`src/hdl/brle_pkg.sv`:
```
`default_nettype none
package brle_pkg;

  localparam int unsigned BYTE_W = 8;
  localparam int unsigned WORD_BYTES = 8;
  localparam int unsigned WORD_W = BYTE_W * WORD_BYTES;
  localparam int unsigned FILL_W = 4;

  localparam logic [BYTE_W-1:0] KEY_LITERAL = 8'h80;
  localparam int unsigned LIT_MAX = 127;
  localparam int unsigned FLUSH_MARK = 120;

  typedef logic unit_kind_t;
  localparam unit_kind_t KIND_LIT = 1'b0;
  localparam unit_kind_t KIND_RUN = 1'b1;

  typedef logic [BYTE_W-1:0] byte_t;
  typedef logic [WORD_W-1:0] word_t;
  typedef logic [FILL_W-1:0] fill_t;

endpackage
`default_nettype wire

```
`src/hdl/brle_in_if.sv`:
```
`default_nettype none
interface brle_in_if;
  logic               valid;
  logic               ready;
  brle_pkg::byte_t    data_byte;
  logic               block_end;

  modport source(output valid, output data_byte, output block_end, input ready);
  modport sink(input valid, input data_byte, input block_end, output ready);
endinterface
`default_nettype wire

```
`src/hdl/brle_out_if.sv`:
```
`default_nettype none
interface brle_out_if;
  logic               valid;
  logic               ready;
  brle_pkg::word_t    out_word;
  brle_pkg::fill_t    byte_count;
  logic               final_word;

  modport source(output valid, output out_word, output byte_count, output final_word,
                 input ready);
  modport sink(input valid, input out_word, input byte_count, input final_word,
               output ready);
endinterface
`default_nettype wire

```
`src/hdl/byte_run_length_encoder.sv`:
```
`default_nettype none
// byte run-length encoder with packbits-style key bytes
// in_ch carries one raw byte per word; block_end marks the last byte of a block.
// out_ch carries up to eight encoded bytes per word, first byte in bits 7:0,
// byte_count valid bytes, final_word set on the last word of a block.
// a run of three or more equal bytes becomes key=length then the byte; other
// stretches become key=0x80|length then the raw bytes.
// pending bytes sit in a circular buffer in one ram; run/literal tracking is
// done incrementally as each byte arrives, so a unit is closed the moment the
// byte that fixes it is taken.
// a byte that closes no unit passes accept and step end; no new byte is taken
// before its step end. each encoded byte takes a packer step, one byte per
// cycle unless a full word waits on out_ch, and literal bytes come back over
// the single ram read port. a full word moves to the output register when
// the next byte needs the packer or at the step end, and is valid from the
// following cycle. reset clears counters, pointers, packer and the output
// valid flag; ram contents stay undefined and are used only for pending bytes.
// when out_ch stalls the output register holds its word; the packer keeps
// filling until a ninth byte or a step end needs the register, then waits.
module byte_run_length_encoder #(
  parameter int unsigned MAX_RUN      = 127,
  parameter int unsigned BUFFER_DEPTH = 256
) (
  input  wire logic  clk,
  input  wire logic  rst_n,
  brle_in_if.sink    in_ch,
  brle_out_if.source out_ch
);

  localparam int unsigned AW = $clog2(BUFFER_DEPTH);
  localparam int unsigned CW = $clog2(BUFFER_DEPTH + 1);
  localparam int unsigned SW = AW + 2;
  localparam logic [CW-1:0] MR      = CW'(MAX_RUN);
  localparam logic [CW-1:0] LMAX    = CW'(brle_pkg::LIT_MAX);
  localparam logic [CW-1:0] LMAX1   = CW'(brle_pkg::LIT_MAX + 1);
  localparam logic [CW-1:0] LMAX2   = CW'(brle_pkg::LIT_MAX + 2);
  localparam logic [CW-1:0] FMARK   = CW'(brle_pkg::FLUSH_MARK);
  localparam logic [CW-1:0] THREE   = CW'(3);
  localparam logic [CW-1:0] FIVE    = CW'(5);
  localparam logic [CW-1:0] TWO     = CW'(2);
  localparam bit            RUN3    = (MAX_RUN == 3);

  localparam logic [1:0] S_IDLE = 2'd0;
  localparam logic [1:0] S_KEY  = 2'd1;
  localparam logic [1:0] S_BODY = 2'd2;
  localparam logic [1:0] S_END  = 2'd3;

  function automatic logic [AW-1:0] wrap_add(input logic [AW-1:0] p, input logic [CW-1:0] l);
    logic [SW-1:0] s;
    s = SW'(p) + SW'(l);
    if (s >= SW'(BUFFER_DEPTH)) begin
      s = s - SW'(BUFFER_DEPTH);
    end
    return AW'(s);
  endfunction

  // control state
  logic [1:0]       state_r, state_nxt;
  logic [CW-1:0]    cnt_r, cnt_nxt;
  logic [AW-1:0]    head_r, head_nxt;
  logic [AW-1:0]    tail_r, tail_nxt;
  logic [AW-1:0]    rd_ptr_r, rd_ptr_nxt;
  logic             is_run_r, is_run_nxt;
  brle_pkg::byte_t  last_r;
  logic [1:0]       tail_len_r;
  logic             fin_r;
  brle_pkg::byte_t  run_value_r;
  logic [1:0]       nunits_r;
  logic             unit_idx_r, unit_idx_nxt;
  brle_pkg::unit_kind_t u_kind_r [2];
  brle_pkg::byte_t      u_len_r  [2];
  brle_pkg::byte_t  rem_r, rem_nxt;

  // packer and output register
  brle_pkg::word_t  pack_r;
  brle_pkg::fill_t  fill_r;
  logic             out_valid_r;
  brle_pkg::word_t  out_word_r;
  brle_pkg::fill_t  out_count_r;
  logic             out_final_r;

  logic             in_acc;
  logic             out_free;
  logic             can_put;
  logic             put_en;
  brle_pkg::byte_t  put_byte;
  logic             push_end;

  // ram
  logic             ram_re;
  logic [AW-1:0]    ram_raddr;
  brle_pkg::byte_t  ram_rdata;
  logic [AW-1:0]    rd_inc;
  logic [AW-1:0]    tail_inc;

  // step planning
  logic [CW-1:0]    n;
  logic             byte_eq;
  logic [1:0]       tl_new;
  logic             tail3;
  logic [CW-1:0]    plan_cnt, plan_used;
  logic             plan_run;
  logic [1:0]       plan_units;
  brle_pkg::unit_kind_t pk0, pk1;
  brle_pkg::byte_t      pl0, pl1;

  brle_pkg::unit_kind_t cur_kind;
  brle_pkg::byte_t      cur_len;
  logic                 last_unit;

  assign in_acc   = in_ch.valid && in_ch.ready;
  assign in_ch.ready = (state_r == S_IDLE);
  assign out_free = !out_valid_r || out_ch.ready;
  assign can_put  = (fill_r != brle_pkg::fill_t'(brle_pkg::WORD_BYTES)) || out_free;
  assign rd_inc   = (rd_ptr_r == AW'(BUFFER_DEPTH - 1)) ? '0 : rd_ptr_r + 1'b1;
  assign tail_inc = (tail_r == AW'(BUFFER_DEPTH - 1)) ? '0 : tail_r + 1'b1;

  brle_ram #(
    .WIDTH(brle_pkg::BYTE_W),
    .DEPTH(BUFFER_DEPTH)
  ) u_pending (
    .clk   (clk),
    .we    (in_acc),
    .waddr (tail_r),
    .wdata (in_ch.data_byte),
    .re    (ram_re),
    .raddr (ram_raddr),
    .rdata (ram_rdata)
  );

  // decide which units the arriving byte closes
  always_comb begin
    n       = cnt_r + 1'b1;
    byte_eq = (cnt_r != '0) && (in_ch.data_byte == last_r);
    tl_new  = byte_eq ? ((tail_len_r == 2'd3) ? 2'd3 : tail_len_r + 1'b1) : 2'd1;
    tail3   = (tl_new == 2'd3);
    plan_cnt   = n;
    plan_used  = '0;
    plan_run   = is_run_r;
    plan_units = 2'd0;
    pk0 = brle_pkg::KIND_LIT;
    pk1 = brle_pkg::KIND_LIT;
    pl0 = '0;
    pl1 = '0;
    if (!in_ch.block_end) begin
      if (is_run_r) begin
        if (byte_eq) begin
          if (n >= MR) begin
            plan_units = 2'd1; pk0 = brle_pkg::KIND_RUN; pl0 = 8'(MR);
            plan_used = MR; plan_cnt = '0; plan_run = 1'b0;
          end
        end else begin
          plan_units = 2'd1; pk0 = brle_pkg::KIND_RUN; pl0 = 8'(cnt_r);
          plan_used = cnt_r; plan_cnt = CW'(1); plan_run = 1'b0;
        end
      end else if (n == THREE && tail3) begin
        if (RUN3) begin
          plan_units = 2'd1; pk0 = brle_pkg::KIND_RUN; pl0 = 8'd3;
          plan_used = THREE; plan_cnt = '0;
        end else begin
          plan_run = 1'b1;
        end
      end else if (n >= FIVE && tail3) begin
        // literal up to the first triple, kept as run head if MAX_RUN > 3
        plan_units = 2'd1; pk0 = brle_pkg::KIND_LIT; pl0 = 8'(n - THREE);
        plan_used = n - THREE; plan_cnt = THREE; plan_run = 1'b1;
        if (RUN3) begin
          plan_units = 2'd2; pk1 = brle_pkg::KIND_RUN; pl1 = 8'd3;
          plan_used = n; plan_cnt = '0; plan_run = 1'b0;
        end
      end else if (n == LMAX1 && !byte_eq) begin
        // capped literal is fixed once its last byte differs from the next
        plan_units = 2'd1; pk0 = brle_pkg::KIND_LIT; pl0 = 8'(LMAX);
        plan_used = LMAX; plan_cnt = CW'(1);
      end else if (n == LMAX2) begin
        plan_units = 2'd1; pk0 = brle_pkg::KIND_LIT; pl0 = 8'(LMAX);
        plan_used = LMAX; plan_cnt = TWO;
      end
    end else begin
      plan_cnt = '0;
      plan_run = 1'b0;
      if (is_run_r) begin
        pk0 = brle_pkg::KIND_RUN;
        if (byte_eq) begin
          plan_units = 2'd1; pl0 = 8'(n);
        end else begin
          plan_units = 2'd2; pl0 = 8'(cnt_r);
          pk1 = brle_pkg::KIND_LIT; pl1 = 8'd1;
        end
      end else if (n <= TWO) begin
        plan_units = 2'd1; pk0 = brle_pkg::KIND_LIT; pl0 = 8'(n);
      end else if (n == THREE && tail3) begin
        plan_units = 2'd1; pk0 = brle_pkg::KIND_RUN; pl0 = 8'd3;
      end else if (n >= FIVE && tail3) begin
        plan_units = 2'd2; pk0 = brle_pkg::KIND_LIT; pl0 = 8'(n - THREE);
        pk1 = brle_pkg::KIND_RUN; pl1 = 8'd3;
      end else if (n > LMAX) begin
        // block tail beyond the literal cap
        plan_units = 2'd2; pk0 = brle_pkg::KIND_LIT; pl0 = 8'(LMAX);
        pk1 = brle_pkg::KIND_LIT; pl1 = 8'(n - LMAX);
      end else begin
        plan_units = 2'd1; pk0 = brle_pkg::KIND_LIT; pl0 = 8'(n);
      end
    end
  end

  assign cur_kind  = u_kind_r[unit_idx_r];
  assign cur_len   = u_len_r[unit_idx_r];
  assign last_unit = (nunits_r == 2'd1) || unit_idx_r;

  // sequencer: key byte, then body bytes, then step-end word flush
  always_comb begin
    state_nxt    = state_r;
    cnt_nxt      = cnt_r;
    head_nxt     = head_r;
    tail_nxt     = tail_r;
    rd_ptr_nxt   = rd_ptr_r;
    is_run_nxt   = is_run_r;
    unit_idx_nxt = unit_idx_r;
    rem_nxt      = rem_r;
    put_en       = 1'b0;
    put_byte     = '0;
    push_end     = 1'b0;
    ram_re       = 1'b0;
    ram_raddr    = rd_ptr_r;
    unique case (state_r)
      S_IDLE: begin
        if (in_acc) begin
          tail_nxt     = tail_inc;
          cnt_nxt      = plan_cnt;
          is_run_nxt   = plan_run;
          rd_ptr_nxt   = head_r;
          unit_idx_nxt = 1'b0;
          head_nxt     = in_ch.block_end ? tail_inc : wrap_add(head_r, plan_used);
          state_nxt    = (plan_units != 2'd0) ? S_KEY : S_END;
        end
      end
      S_KEY: begin
        ram_re    = 1'b1;
        ram_raddr = rd_ptr_r;
        put_byte  = (cur_kind == brle_pkg::KIND_RUN) ? cur_len
                                                     : (brle_pkg::KEY_LITERAL | cur_len);
        if (can_put) begin
          put_en = 1'b1;
          if (cur_kind == brle_pkg::KIND_RUN) begin
            rd_ptr_nxt = wrap_add(rd_ptr_r, CW'(cur_len));
            rem_nxt    = 8'd1;
          end else begin
            rem_nxt    = cur_len;
          end
          state_nxt = S_BODY;
        end
      end
      S_BODY: begin
        ram_raddr = rd_inc;
        put_byte  = (cur_kind == brle_pkg::KIND_RUN) ? run_value_r : ram_rdata;
        if (can_put) begin
          put_en  = 1'b1;
          rem_nxt = rem_r - 1'b1;
          if (cur_kind == brle_pkg::KIND_LIT) begin
            ram_re     = 1'b1;
            rd_ptr_nxt = rd_inc;
          end
          if (rem_r == 8'd1) begin
            if (last_unit) begin
              state_nxt = S_END;
            end else begin
              unit_idx_nxt = 1'b1;
              state_nxt    = S_KEY;
            end
          end
        end
      end
      S_END: begin
        if (fin_r ? (fill_r != '0)
                  : ((fill_r == brle_pkg::fill_t'(brle_pkg::WORD_BYTES)) ||
                     ((cnt_r >= FMARK) && (fill_r != '0)))) begin
          if (out_free) begin
            push_end  = 1'b1;
            state_nxt = S_IDLE;
          end
        end else begin
          state_nxt = S_IDLE;
        end
      end
      default: state_nxt = S_IDLE;
    endcase
  end

  always_ff @(posedge clk) begin
    if (!rst_n) begin
      state_r     <= S_IDLE;
      cnt_r       <= '0;
      head_r      <= '0;
      tail_r      <= '0;
      rd_ptr_r    <= '0;
      is_run_r    <= 1'b0;
      tail_len_r  <= 2'd0;
      unit_idx_r  <= 1'b0;
      nunits_r    <= 2'd0;
      fin_r       <= 1'b0;
      fill_r      <= '0;
      pack_r      <= '0;
      out_valid_r <= 1'b0;
    end else begin
      state_r    <= state_nxt;
      cnt_r      <= cnt_nxt;
      head_r     <= head_nxt;
      tail_r     <= tail_nxt;
      rd_ptr_r   <= rd_ptr_nxt;
      is_run_r   <= is_run_nxt;
      unit_idx_r <= unit_idx_nxt;
      if (in_acc) begin
        tail_len_r <= tl_new;
        nunits_r   <= plan_units;
        fin_r      <= in_ch.block_end;
      end
      if (out_valid_r && out_ch.ready) begin
        out_valid_r <= 1'b0;
      end
      if (put_en) begin
        if (fill_r == brle_pkg::fill_t'(brle_pkg::WORD_BYTES)) begin
          // ninth byte: hand the full word over first
          out_valid_r <= 1'b1;
          pack_r      <= brle_pkg::word_t'(put_byte);
          fill_r      <= brle_pkg::fill_t'(1);
        end else begin
          pack_r[fill_r[2:0]*brle_pkg::BYTE_W +: brle_pkg::BYTE_W] <= put_byte;
          fill_r <= fill_r + 1'b1;
        end
      end
      if (push_end) begin
        out_valid_r <= 1'b1;
        pack_r      <= '0;
        fill_r      <= '0;
      end
    end
  end

  // payload registers
  always_ff @(posedge clk) begin
    rem_r <= rem_nxt;
    if (in_acc) begin
      last_r      <= in_ch.data_byte;
      run_value_r <= is_run_r ? last_r : in_ch.data_byte;
      u_kind_r[0] <= pk0;
      u_kind_r[1] <= pk1;
      u_len_r[0]  <= pl0;
      u_len_r[1]  <= pl1;
    end
    if ((put_en && (fill_r == brle_pkg::fill_t'(brle_pkg::WORD_BYTES))) || push_end) begin
      out_word_r  <= pack_r;
      out_count_r <= fill_r;
      out_final_r <= push_end && fin_r;
    end
  end

  assign out_ch.valid      = out_valid_r;
  assign out_ch.out_word   = out_word_r;
  assign out_ch.byte_count = out_count_r;
  assign out_ch.final_word = out_final_r;

  // pending bytes never pile up beyond a capped literal plus two
  a_cnt_bound: assert property (@(posedge clk) disable iff (!rst_n)
    cnt_r <= LMAX2)
    else $error("pending count out of range");

  // a run head always holds at least the three bytes that formed it
  a_run_head: assert property (@(posedge clk) disable iff (!rst_n)
    is_run_r |-> (cnt_r >= THREE))
    else $error("run head with too few bytes");

  // a block end empties the buffer
  a_fin_clear: assert property (@(posedge clk) disable iff (!rst_n)
    (in_acc && in_ch.block_end) |=> (cnt_r == '0) && (head_r == tail_r))
    else $error("pending bytes left after block end");

  // the packer never holds more than one word
  a_fill_bound: assert property (@(posedge clk) disable iff (!rst_n)
    fill_r <= brle_pkg::fill_t'(brle_pkg::WORD_BYTES))
    else $error("packer overfilled");

  // a word is never overwritten while the receiver stalls
  a_no_overrun: assert property (@(posedge clk) disable iff (!rst_n)
    (out_valid_r && !out_ch.ready) |=> out_valid_r && $stable(out_word_r))
    else $error("output word lost");

endmodule
`default_nettype wire

```
`src/hdl/brle_ram.sv`:
```
`default_nettype none
module brle_ram #(
  parameter int unsigned WIDTH = 8,
  parameter int unsigned DEPTH = 256
) (
  input  wire logic                     clk,
  input  wire logic                     we,
  input  wire logic [$clog2(DEPTH)-1:0] waddr,
  input  wire logic [WIDTH-1:0]         wdata,
  input  wire logic                     re,
  input  wire logic [$clog2(DEPTH)-1:0] raddr,
  output logic      [WIDTH-1:0]         rdata
);

  logic [WIDTH-1:0] mem [DEPTH];

  always_ff @(posedge clk) begin
    if (we) begin
      mem[waddr] <= wdata;
    end
    if (re) begin
      rdata <= mem[raddr];
    end
  end

endmodule
`default_nettype wire
```
`src/flat_wrapper.sv`:
```
// flat-port wrapper written by rule: the top's interface ports become plain ports
module byte_run_length_encoder_flat 
#(
  parameter int unsigned MAX_RUN      = 127,
  parameter int unsigned BUFFER_DEPTH = 256
)
  (clk, rst_n, in_ch_valid, in_ch_data_byte, in_ch_block_end, in_ch_ready, out_ch_valid, out_ch_out_word, out_ch_byte_count, out_ch_final_word, out_ch_ready);
  brle_in_if in_ch_i ();
  brle_out_if out_ch_i ();
  input  wire logic clk;
  input  wire logic rst_n;
  input wire logic [$bits(in_ch_i.valid)-1:0] in_ch_valid;
  input wire logic [$bits(in_ch_i.data_byte)-1:0] in_ch_data_byte;
  input wire logic [$bits(in_ch_i.block_end)-1:0] in_ch_block_end;
  output wire logic [$bits(in_ch_i.ready)-1:0] in_ch_ready;
  output wire logic [$bits(out_ch_i.valid)-1:0] out_ch_valid;
  output wire logic [$bits(out_ch_i.out_word)-1:0] out_ch_out_word;
  output wire logic [$bits(out_ch_i.byte_count)-1:0] out_ch_byte_count;
  output wire logic [$bits(out_ch_i.final_word)-1:0] out_ch_final_word;
  input wire logic [$bits(out_ch_i.ready)-1:0] out_ch_ready;
  assign in_ch_i.valid = in_ch_valid;
  assign in_ch_i.data_byte = in_ch_data_byte;
  assign in_ch_i.block_end = in_ch_block_end;
  assign in_ch_ready = in_ch_i.ready;
  assign out_ch_valid = out_ch_i.valid;
  assign out_ch_out_word = out_ch_i.out_word;
  assign out_ch_byte_count = out_ch_i.byte_count;
  assign out_ch_final_word = out_ch_i.final_word;
  assign out_ch_i.ready = out_ch_ready;
  byte_run_length_encoder #(.MAX_RUN(MAX_RUN), .BUFFER_DEPTH(BUFFER_DEPTH)) u_core (.clk(clk), .rst_n(rst_n), .in_ch(in_ch_i), .out_ch(out_ch_i));
endmodule
```
`config.mk`:
```
export PLATFORM = sky130hd
export DESIGN_NAME = byte_run_length_encoder_flat
export DESIGN_NICKNAME = d
export VERILOG_FILES = /design/src/hdl/brle_pkg.sv /design/src/hdl/brle_in_if.sv /design/src/hdl/brle_out_if.sv /design/src/hdl/byte_run_length_encoder.sv /design/src/hdl/brle_ram.sv /design/src/flat_wrapper.sv
export SDC_FILE = /design/constraint.sdc
export NUM_CORES = 2
export LEC_CHECK = 0
export BUFFER_PORTS_ARGS = -buffer_cell sky130_fd_sc_hd__buf_4
export CAP_MARGIN = 0
export CORE_MARGIN = 2
export CORE_UTILIZATION = 60
export DETAILED_ROUTE_END_ITERATION = 10
export GPL_ROUTABILITY_DRIVEN = 0
export PLACE_DENSITY = 0.76
export SYNTH_ARGS = -nofsm -noshare
export SYNTH_HDL_FRONTEND = slang
export SYNTH_SLANG_ARGS = --single-unit
```
`constraint.sdc`:
```
create_clock -name clk -period 5.45 [get_ports clk]
set_input_delay 1.09 -clock clk [delete_from_list [all_inputs] [get_ports clk]]
set_output_delay 1.09 -clock clk [all_outputs]
set_load 0.03 [all_outputs]
```
==> impl_metrics.csv <==
group,metric,value,unit
critical_path,critPathTopFamily,"simple AND/OR/NAND/NOR gates",
power,p_per_area,534,nW/um^2
cts,h_tree_levels,4,
cts,cts_made_buffers,212,
power,max-vdd-ir-drop,0.550,mV
yosys,synth-compound-area-share,7.37,%
sta,fmax,0.187,GHz
sta,report.final.slew_viol_count,0,
critical_path,path_buf_inv,3,
placement,placed_area,95400,sq um
routing,detail-route-antenna-nets,0,
global_routing,grt_antenna_before_repair,10,
floorplan,dieHeight,395,microns
global_routing,via_count_of_the_first_global_routing_pass,54100,
final_layout,drive_above_1_share,13.3,%
yosys,synthesis.instances,6035,
critical_path,crit_arrival,5.92,ns
final_layout,finalNonFillerCells,8387,
yosys,synth.cells.most_frequent,"sky130_fd_sc_hd__edfxtp_1 (2167), sky130_fd_sc_hd__nand2_1 (811), sky130_fd_sc_hd__nor2_1 (421), sky130_fd_sc_hd__mux2i_1 (340), sky130_fd_sc_hd__a21oi_1 (231)",
flow_run,cap_violations,0,
critical_path,worst-setup-path-type,"flip-flop to flip-flop",
global_routing,grt_max_degree,195,
sta,final_hold_vio_count,0,
cts,clock_tree_from_tritoncts,"built",
routing,drt-vias-per-instance,6.74,
yosys,netlist.area_leader.share,70.8,%
critical_path,required,6.03,ns
global_routing,grt_util_all_layers,31.4,%
final_layout,nets,6230,
yosys,post-synth-top-area-cell,"sky130_fd_sc_hd__edfxtp_1",
hold_path,hold_path.class,"flip-flop to flip-flop",
yosys,synth_warnings,0,
final_layout,postLayoutCellArea,102000,sq um
cts,clkTransAtPathRegs,0.07,ns
sta,fin_setup_tns,0,ns
sta,timing_worst_slew_pin_value,1.45,ns
routing,drt-wirelength-per-cell,29.6,microns
placement,detailedPlacementHpwl,151000,microns
cts,cts_setup_buffers,0,
routing,drt_iter0_drc,9065,
final_layout,areaGrowthSynthToFinish,11.3,%
critical_path,reg2regPathDepth,12,
cts,clock_tree.root_cell,"sky130_fd_sc_hd__clkbuf_16",
power,power.combinational.fraction,36.6,%
yosys,ys_seq_area_share,73.2,%
routing,drt_first_pass_iters,10,
final_layout,final_standard_cell_utilization_of_the_core,67.3,%
hold_path,timing.hold.worst_path_depth,0,
power,net-switching-power,0.0197,W
critical_path,end_kind,"flip-flop",
yosys,synthMuxAreaShare,7.35,%
critical_path,critPathMaxFanout,21,
sta,finalClockSkew,0.0306,ns
sta,finalSetupViolCount,0,
power,switching_share,36.0,%
routing,route.vias.total,56500,
placement,numPortBuffers,83,
sta,slew_headroom,2.85,%
floorplan,ios,84,
cts,worstSkewPairLatency,0.87,ns
cts,max-clock-path-buffers,3,
critical_path,timing.critical_path.cells,"ha_1, and4_1, a21o_4, buf_12, buf_4, mux2i_1, o22ai_1, nor4_1, o22ai_1, nor4_1, buf_4, nor4_1",
yosys,ys_top_cells_by_area,"sky130_fd_sc_hd__edfxtp_1 (71%), sky130_fd_sc_hd__mux2i_1 (3.7%), sky130_fd_sc_hd__mux4_2 (3.5%)",
yosys,ys_dominant_reg_cell,"sky130_fd_sc_hd__edfxtp_1",
critical_path,worstSetupPathDepth,12,
placement,placed_cells_incl_taps,7993,
yosys,ys_ff_latch,2279,
outcome,violations_in_the_final_reports,"design-rule violations",
yosys,synth-edff-count,2167,
yosys,synthArstFlopShare,0,%
sta,min_period_over_period,98.0,%
power,power_leakage,34.9,nW
power,power.sequential.fraction,36.3,%
yosys,synth_fa_ha_area_share,0.561,%
floorplan,floorplan.rows,143,
routing,final_wl,248000,microns
floorplan,fp.dieArea,156000,sq um
critical_path,slowest_cell_on_the_critical_path,"sky130_fd_sc_hd__a21o_4",
yosys,synth.lib_cells_used.distinct,95,
yosys,largest_family_of_logic_cells_by_synthesized_area,"simple AND/OR/NAND/NOR gates",
floorplan,core_area,152000,sq um
yosys,post_synth.cell_area_avg,15.2,sq um
global_routing,grt_pass1_wl,361000,microns
routing,drc,1,
yosys,synthesis.nets,6088,
power,pwr-share-clk,27.1,%
sta,rsz0062_at_grt,"false",
yosys,synth.most_common_cell,"sky130_fd_sc_hd__edfxtp_1",
outcome,outcome,"finished, violations left",
floorplan,die_width,395,microns
yosys,synth.cell_area,91900,sq um
critical_path,critical-path-max-stage-delay,0.63,ns
global_routing,grt_overflow,0,
critical_path,path_common_cell,"sky130_fd_sc_hd__nor4_1",
cts,cts_num_sinks,2279,
sta,fin_crit,5.34,ns
power,power.internal,0.0350,W
critical_path,crit_path_launch_type,"flip-flop",
floorplan,initial_core_util,60.5,%
yosys,synth_xor_area_share,0.626,%
yosys,post_synth_and_or_nand_nor_area_fraction,8.37,%
-- sequential cells by signal, summed over array words and instances (netlist names), 9 cells and up, named ones only --
register	count
u_core.u_len_r	16
u_core.cnt_r	9
u_core.pack_r	64
u_core.out_ch.out_word	64
u_core.u_pending.mem	2048
-- metrics by stage --
| step | total power [W] | hold WS [ns] | worst slack, ns |
|---|---|---|---|
| 6_report | 0.0547 | 0.426 | 0.110 |
| 2_1_floorplan | 0.0330 | 0.408 | 1.11 |
| 3_5_place_dp | 0.0396 | 0.414 | 0.0320 |
| 3_3_place_gp | 0.0393 | 0.415 | 0.000837 |
| 5_1_grt | 0.0563 | 0.431 | 0.00162 |
| 4_1_cts | 0.0543 | 0.427 | 0.206 |
-- area by class of cell --
class                      instances  area, sq um
sequential                      2279        67300
fill                            9886        49700
multi-input combinational       3323        22500
clock buffer                     260         5610
timing repair buffer             328         2950
tap                             2030         2540
clock inverter                   131         1310
inverter                          33          124
antenna                            3         7.51
-- cell families (layout without fill, tap and decap cells) --
kind of cell / after synthesis / after routing
flip-flops: 2279 / 2279
buffers and inverters: 433 / 752
multiplexers: 497 / 497
AO/OA/AOI/OAI: 983 / 983
AND/OR/NAND/NOR: 1739 / 1739
XOR/XNOR: 64 / 64
other: 0 / 3
adder cells (fa/ha/maj): 40 / 40
-- placed cells by master, fill, tap and decap left out, drive strengths merged, types with 8 or more instances in the layout --
cell type,synthesis,final
edfxtp,2167,2167
nand2,811,811
nor2,421,421
mux2i,340,340
buf,233,320
clkbuf,167,268
a21oi,235,235
nand3,144,144
mux4,141,141
a221oi,140,140
o21ai,121,121
dfxtp,112,112
o22ai,108,108
and3,104,104
a22oi,96,96
a311oi,92,92
clkinv,1,92
nor3,56,56
nor4,50,50
a211oi,49,49
xnor2,43,43
inv,32,42
nand4,41,41
ha,38,38
a31oi,35,35
nor2b,29,29
and2,27,27
bufinv,0,23
xor2,21,21
mux2,16,16
o221ai,14,14
o41ai,12,12
o211ai,12,12
nand2b,10,10
a221o,9,9
or3,8,8
o31ai,8,8
-- power by group through the flow --
stage          Clock [W]  Sequential (W)  Combinational, W
6_report          0.0148          0.0199            0.0200
5_1_grt           0.0155          0.0199            0.0209
4_1_cts           0.0148          0.0198            0.0196
3_5_place_dp           0          0.0202            0.0194
3_3_place_gp           0          0.0202            0.0191
2_1_floorplan          0          0.0200            0.0130
-- layer usage --
metal / GRT usage (%) / share of wire, %
met2: 48.1 / 46
met1: 42.6 / 36
met4: 14.4 / 5.0
met3: 8.06 / 13
met5: 0 / 0.029
-- what timing repair did --
action | 4_1_cts | 5_1_grt
gates resized for setup | 0 | 1
setup endpoints to repair | 0 | 1
hold endpoints to repair | 0 | 0
hold buffers | 0 | 0
-- worst paths after layout --
path,slack (ns),end,from
max,0.11,u_core.u_pending.rdata[0],u_core.rd_ptr_r[1]
min,0.43,u_core.out_ch.out_word[39],u_core.pack_r[39]
max reg2reg,0.11,u_core.u_pending.rdata[0],u_core.rd_ptr_r[1]
min reg2reg,0.43,u_core.out_ch.out_word[39],u_core.pack_r[39]
No activity file was read; power rests on OpenSTA's default activity.
